--- config.mk ---
export PLATFORM = sky130hd
export DESIGN_NAME = gbnms_cell
export DESIGN_NICKNAME = d
export VERILOG_FILES = /design/src/hdl/gbnms_pkg.sv /design/src/hdl/gbnms_cell.sv
export SDC_FILE = /design/constraint.sdc
export NUM_CORES = 2
export LEC_CHECK = 0
export BUFFER_PORTS_ARGS = -buffer_cell sky130_fd_sc_hd__buf_2
export CORE_MARGIN = 10
export CORE_UTILIZATION = 32
export DETAILED_ROUTE_END_ITERATION = 12
export SYNTH_ARGS = -nofsm -noshare
export SYNTH_HDL_FRONTEND = slang
export SYNTH_SLANG_ARGS = --single-unit
--- constraint.sdc ---
create_clock -name clock -period 15.68 [get_ports clock]
set_input_delay 3.136 -clock clock [delete_from_list [all_inputs] [get_ports clock]]
set_output_delay 3.136 -clock clock [all_outputs]
set_load 0.1 [all_outputs]
--- src/hdl/gbnms_pkg.sv ---
// shared constants and types for the greedy box suppression block
`timescale 1ns / 1ps
`default_nettype none
package gbnms_pkg;
   localparam int MaxBoxes = 64;
   localparam int CoordBits = 16;
   localparam int ScoreBits = 16;
   localparam int IdxBits = 6;
   localparam int CntBits = 7;
   localparam int AreaBits = 2 * CoordBits + 2;
   localparam logic [15:0] ThreshReset = 16'd29491;

   typedef struct packed {
      logic signed [CoordBits-1:0] x1;
      logic signed [CoordBits-1:0] y1;
      logic signed [CoordBits-1:0] x2;
      logic signed [CoordBits-1:0] y2;
      logic [ScoreBits-1:0]        score;
      logic signed [AreaBits-1:0]  area;
   } box_type;

   // broadcast from the controller to every cell
   typedef struct packed {
      logic                load;
      logic [IdxBits-1:0]  load_idx;
      logic                clear;
      logic                mark;
      logic [IdxBits-1:0]  mark_idx;
      logic                test;
   } cell_ctl_type;

   typedef enum logic [4:0] {
      ST_LOAD   = 5'b00001,
      ST_SCAN   = 5'b00010,
      ST_PICK   = 5'b00100,
      ST_TEST   = 5'b01000,
      ST_APPLY  = 5'b10000
   } state_type;
endpackage
`default_nettype wire

--- src/hdl/gbnms_cell.sv ---
// one box slot: holds a box, its done flag, and does one iou test against the picked box
`timescale 1ns / 1ps
`default_nettype none
module gbnms_cell import gbnms_pkg::*; (
   input  wire logic                clock,
   input  wire logic                reset,
   input  wire logic [IdxBits-1:0]  my_idx,
   input  wire cell_ctl_type        ctl,
   input  wire box_type             load_box,
   input  wire box_type             pick_box,
   input  wire logic [15:0]         thresh,
   input  wire logic                valid_slot,
   // max chain: best so far from the lower neighbor
   input  wire logic                chain_found_i,
   input  wire logic [ScoreBits-1:0] chain_score_i,
   input  wire logic [IdxBits-1:0]  chain_idx_i,
   output logic                     chain_found_o,
   output logic [ScoreBits-1:0]     chain_score_o,
   output logic [IdxBits-1:0]       chain_idx_o,
   output box_type                  box_o
);
   box_type box_ff;
   logic live;
   logic done_ff, done_in;
   logic supp_ff, supp_in;
   logic found_ff, found_in;
   logic [ScoreBits-1:0] score_ff, score_in;
   logic [IdxBits-1:0] idx_ff, idx_in;
   logic signed [CoordBits:0] w_s, h_s;
   logic [CoordBits:0] w_u, h_u;
   logic [2*CoordBits+1:0] inter_ff, inter_in;
   logic signed [AreaBits+1:0] uni_ff, uni_in;
   logic [AreaBits+17:0] lhs, rhs;
   logic signed [CoordBits-1:0] mnx, mxx, mny, mxy;

   assign live = valid_slot && !done_ff;
   assign box_o = box_ff;
   assign chain_found_o = found_ff;
   assign chain_score_o = score_ff;
   assign chain_idx_o   = idx_ff;

   // chain compare: strict greater keeps the lowest index on ties
   // one cell per cycle, so the chain settles after a full pass
   always_comb begin
      found_in = chain_found_i;
      score_in = chain_score_i;
      idx_in   = chain_idx_i;
      if (live && (!chain_found_i || box_ff.score > chain_score_i)) begin
         found_in = 1'b1;
         score_in = box_ff.score;
         idx_in   = my_idx;
      end
   end

   always_comb begin
      mnx = (pick_box.x2 < box_ff.x2) ? pick_box.x2 : box_ff.x2;
      mxx = (pick_box.x1 > box_ff.x1) ? pick_box.x1 : box_ff.x1;
      mny = (pick_box.y2 < box_ff.y2) ? pick_box.y2 : box_ff.y2;
      mxy = (pick_box.y1 > box_ff.y1) ? pick_box.y1 : box_ff.y1;
      w_s = {mnx[CoordBits-1], mnx} - {mxx[CoordBits-1], mxx};
      h_s = {mny[CoordBits-1], mny} - {mxy[CoordBits-1], mxy};
      w_u = w_s[CoordBits] ? '0 : w_s;
      h_u = h_s[CoordBits] ? '0 : h_s;
      inter_in = (2*CoordBits+2)'(w_u * h_u);
      uni_in = (AreaBits+2)'(pick_box.area) + (AreaBits+2)'(box_ff.area);
      lhs = {(AreaBits+18-(2*CoordBits+2)-16)'(0), inter_ff, 16'd0};
      rhs = (AreaBits+18)'(thresh * uni_ff[AreaBits:0]);
      supp_in = 1'b0;
      if (uni_ff > 0 && lhs > rhs) supp_in = 1'b1;
   end

   // inter and the partial union are registered first, then the compare into supp_ff
   always_ff @(posedge clock) begin
      if (ctl.load && ctl.load_idx == my_idx) box_ff <= load_box;
      inter_ff <= inter_in;
      uni_ff   <= uni_in - $signed({2'b00, inter_in});
      supp_ff  <= supp_in;
      score_ff <= score_in;
      idx_ff   <= idx_in;
   end

   always_comb begin
      done_in = done_ff;
      if (ctl.mark && ctl.mark_idx == my_idx) done_in = 1'b1;
      if (ctl.test && live && supp_ff) done_in = 1'b1;
      if (ctl.clear) done_in = 1'b0;
   end

   always_ff @(posedge clock) begin
      if (reset) begin
         done_ff <= 1'b0;
         found_ff <= 1'b0;
      end else begin
         done_ff <= done_in;
         found_ff <= found_in;
      end
   end
endmodule
`default_nettype wire

==> out/metrics.yaml <==
syn_inst: 4392
synth_top_area_share_pct: 34.9
wl_per_cell_um: 18.8
drive_gt1_share_pct: 13.8
syn_nets: 5779
portBuffers: 412
critPathKind: "in -> reg"
fin_crit_ns: 15.00
grt_pass1_vias: 33700
pin_count: 429
synth_area_leaders: "fa_1 35%, ha_1 13%, edfxtp_1 8.7%"
grt_usage_pct: 17.5
synth-edff-count: 114
cp.required_ns: 16.18
ys_async_sr_fraction_pct: 0
synthToLayoutAreaGrowth_pct: 13.3
critical_path.max_fanout: 6
drtIter0Drc: 1750
ff_latch_area_sq_um: 5290
die_w_um: 371
cts_buffers: 28
fmax_mhz: 66.6
yosysWarnings: 0
insertion_delay_ns: 0.66
yosysUniqueCellTypes: 77
cp-end-kind: "flip-flop"
die_height_um: 371
cts_tree: "built"
cp.arrival_ns: 15.50
routed-via-count: 31400
max_stage_delay_ns: 0.57
dp_hpwl_um: 100000
holdCritPathClass: "reg -> reg"
cp_slowest_cell: "fa_1"
cts_num_sinks: 207
ant_nets: 0
syn-cell-area_sq_um: 39500
relSlewSlack_pct: 27.7
grt_pass1_wl_um: 191000
postCtsSetupBuffers: 0
finalInstanceArea_sq_um: 44800
post_cts_resized: 0
worst_slew_pin_slew_ns: 1.08
synthFlopType: "edfxtp_1"
cts-htree-levels: 1
clockBufferDepth: 3
coreArea_sq_um: 122000
yosysTopAreaCell: "fa_1"
place_congestion: 0.916
fin_nets: 6139
grt_max_degree: 63
multi_input_area_sq_um: 30400
syn_area_per_cell_sq_um: 9.00
slew_viol_final: 0
vias_per_cell: 4.89
clk_pin_slew_worst_paths_ns: 0.09
die-area_sq_um: 138000
antenna_found_initial: 21
final_cells: 6409
hold_viol: 0
outcome: "finished clean"
cap_viol_max_count: 0
firstDrtPassIters: 6
start_kind: "input pin"
period_share_pct: 95.7
start_util_pct: 32.3
routed_wl_um: 121000
dp_cells: 6347
tns_ns: 0
nFillCells: 12500
yosysSeqAreaShare_pct: 13.4
finalSetupViolCount: 0
overflow: 0
fin_skew_ns: 0.0849
ys_seq_elements: 207
postCtsHoldBufs: 0
placed_area_sq_um: 43800
rows: 128
cts-root-buf: "clkbuf_16"
crit_top_cell: "fa_1"
drcViolationCount: 0
cell families after synthesis:
kind of cell / after synthesis / share of synthesized area (%)
AOI/OAI and AO/OA: 543 / 8.94
and+or+nand+nor: 1329 / 15.6
xor gates and xnor gates: 129 / 2.86
muxes: 60 / 1.60
adders and majority gates: 1095 / 47.7
DFF: 207 / 13.4
buffers and inverters: 1029 / 9.92
layer usage:
layer / wire length [um] / track usage, % / part of all wire, % / vias to the layer above
met2: 57000 / 29.5 / 47 / 1023
met5: 133 / 0 / 0.11 / -
met4: 2440 / 3.70 / 2.0 / 24
met3: 10800 / 5.25 / 9.0 / 178
li1: - / - / - / 14600
met1: 50100 / 22.0 / 42 / 15600
final timing paths:
path,start,end,slack [ns],cells past startpoint
worst min-delay path,box_o[43]$_DFFE_PP_,chain_score_o[9]$_DFF_P_,0.55,1
worst max-delay path,pick_box[99],uni_ff[35]$_DFF_P_,0.68,57
worst max register to register,box_o[99]$_DFFE_PP_,uni_ff[35]$_DFF_P_,2.77,57
worst min register to register,box_o[43]$_DFFE_PP_,chain_score_o[9]$_DFF_P_,0.55,1
synth_stat cells, types with 8 or more instances:
cell	count
a211oi_1	8
a21o_1	100
a21oi_1	172
a31oi_1	13
and2_1	177
and3_1	20
buf_2	24
clkbuf_1	170
dfxtp_1	93
edfxtp_1	114
fa_1	688
ha_1	407
inv_1	825
mux2_2	26
mux2i_1	34
nand2_1	621
nand2b_1	37
nand3_1	60
nand4_1	57
nor2_1	203
nor2b_1	38
nor3_1	58
nor4_1	18
o211ai_1	41
o21a_1	40
o21ai_0	72
o21ai_1	9
o21bai_1	17
or2_2	8
xnor2_1	91
xor2_1	38
worst max-delay path: cells and delay by family:
kind | cells | cell delay [ns]
XOR/XNOR | 1 | 0.14
adder cells (fa/ha/maj) | 12 | 5.12
multiplexers | 1 | 0.30
AO/OA/AOI/OAI | 28 | 4.76
AND/OR/NAND/NOR | 7 | 1.15
buffers and inverters | 8 | 0.88
registers in the layout, indices dropped and copies added (netlist names):
register,flops
chain_score_o,16
box_o,114
chain_found_o,1
inter_ff,32
done_ff,1
uni_ff,36
chain_idx_o,6
supp_ff,1
placed cells by master, fill, tap and decap left out, drive strengths merged, types with 20 or more instances in the layout:
cell    count
inv       830
fa        688
o21ai      83
mux2       26
buf       534
dfxtp      93
xor2       38
o211ai     41
o21a       40
a21oi     173
nor3       58
a21o      100
mux2i      34
nor2      203
nand3      60
nand4      57
nand2     627
nand2b     37
clkbuf     37
and2      177
and3       20
xnor2      91
ha        407
nor2b      39
edfxtp    114
layout make-up:
class	instances	share of cell area [%]
Clock inverter	15	0.324
Multi-Input combinational cell	3156	67.9
Timing Repair Buffer	534	6.72
Tap cell	1625	4.54
Clock buffer	37	1.71
Antenna cell	10	0.0559
Inverter	825	6.92
Sequential cell	207	11.8
through the flow:
stage               util, %  setup WS, ns  hold slack [ns]
global placement       35.8        0.0290            0.530
finish                 36.6         0.676            0.552
detailed placement     35.8        -0.183            0.534
floorplan                 -         0.422            0.490
global route           36.6       -0.0429            0.571
CTS                    36.6         0.443            0.556
Power is left out: the tool's default activity adds up to more than one toggle a clock period on the data nets, which glitch-free logic cannot reach.
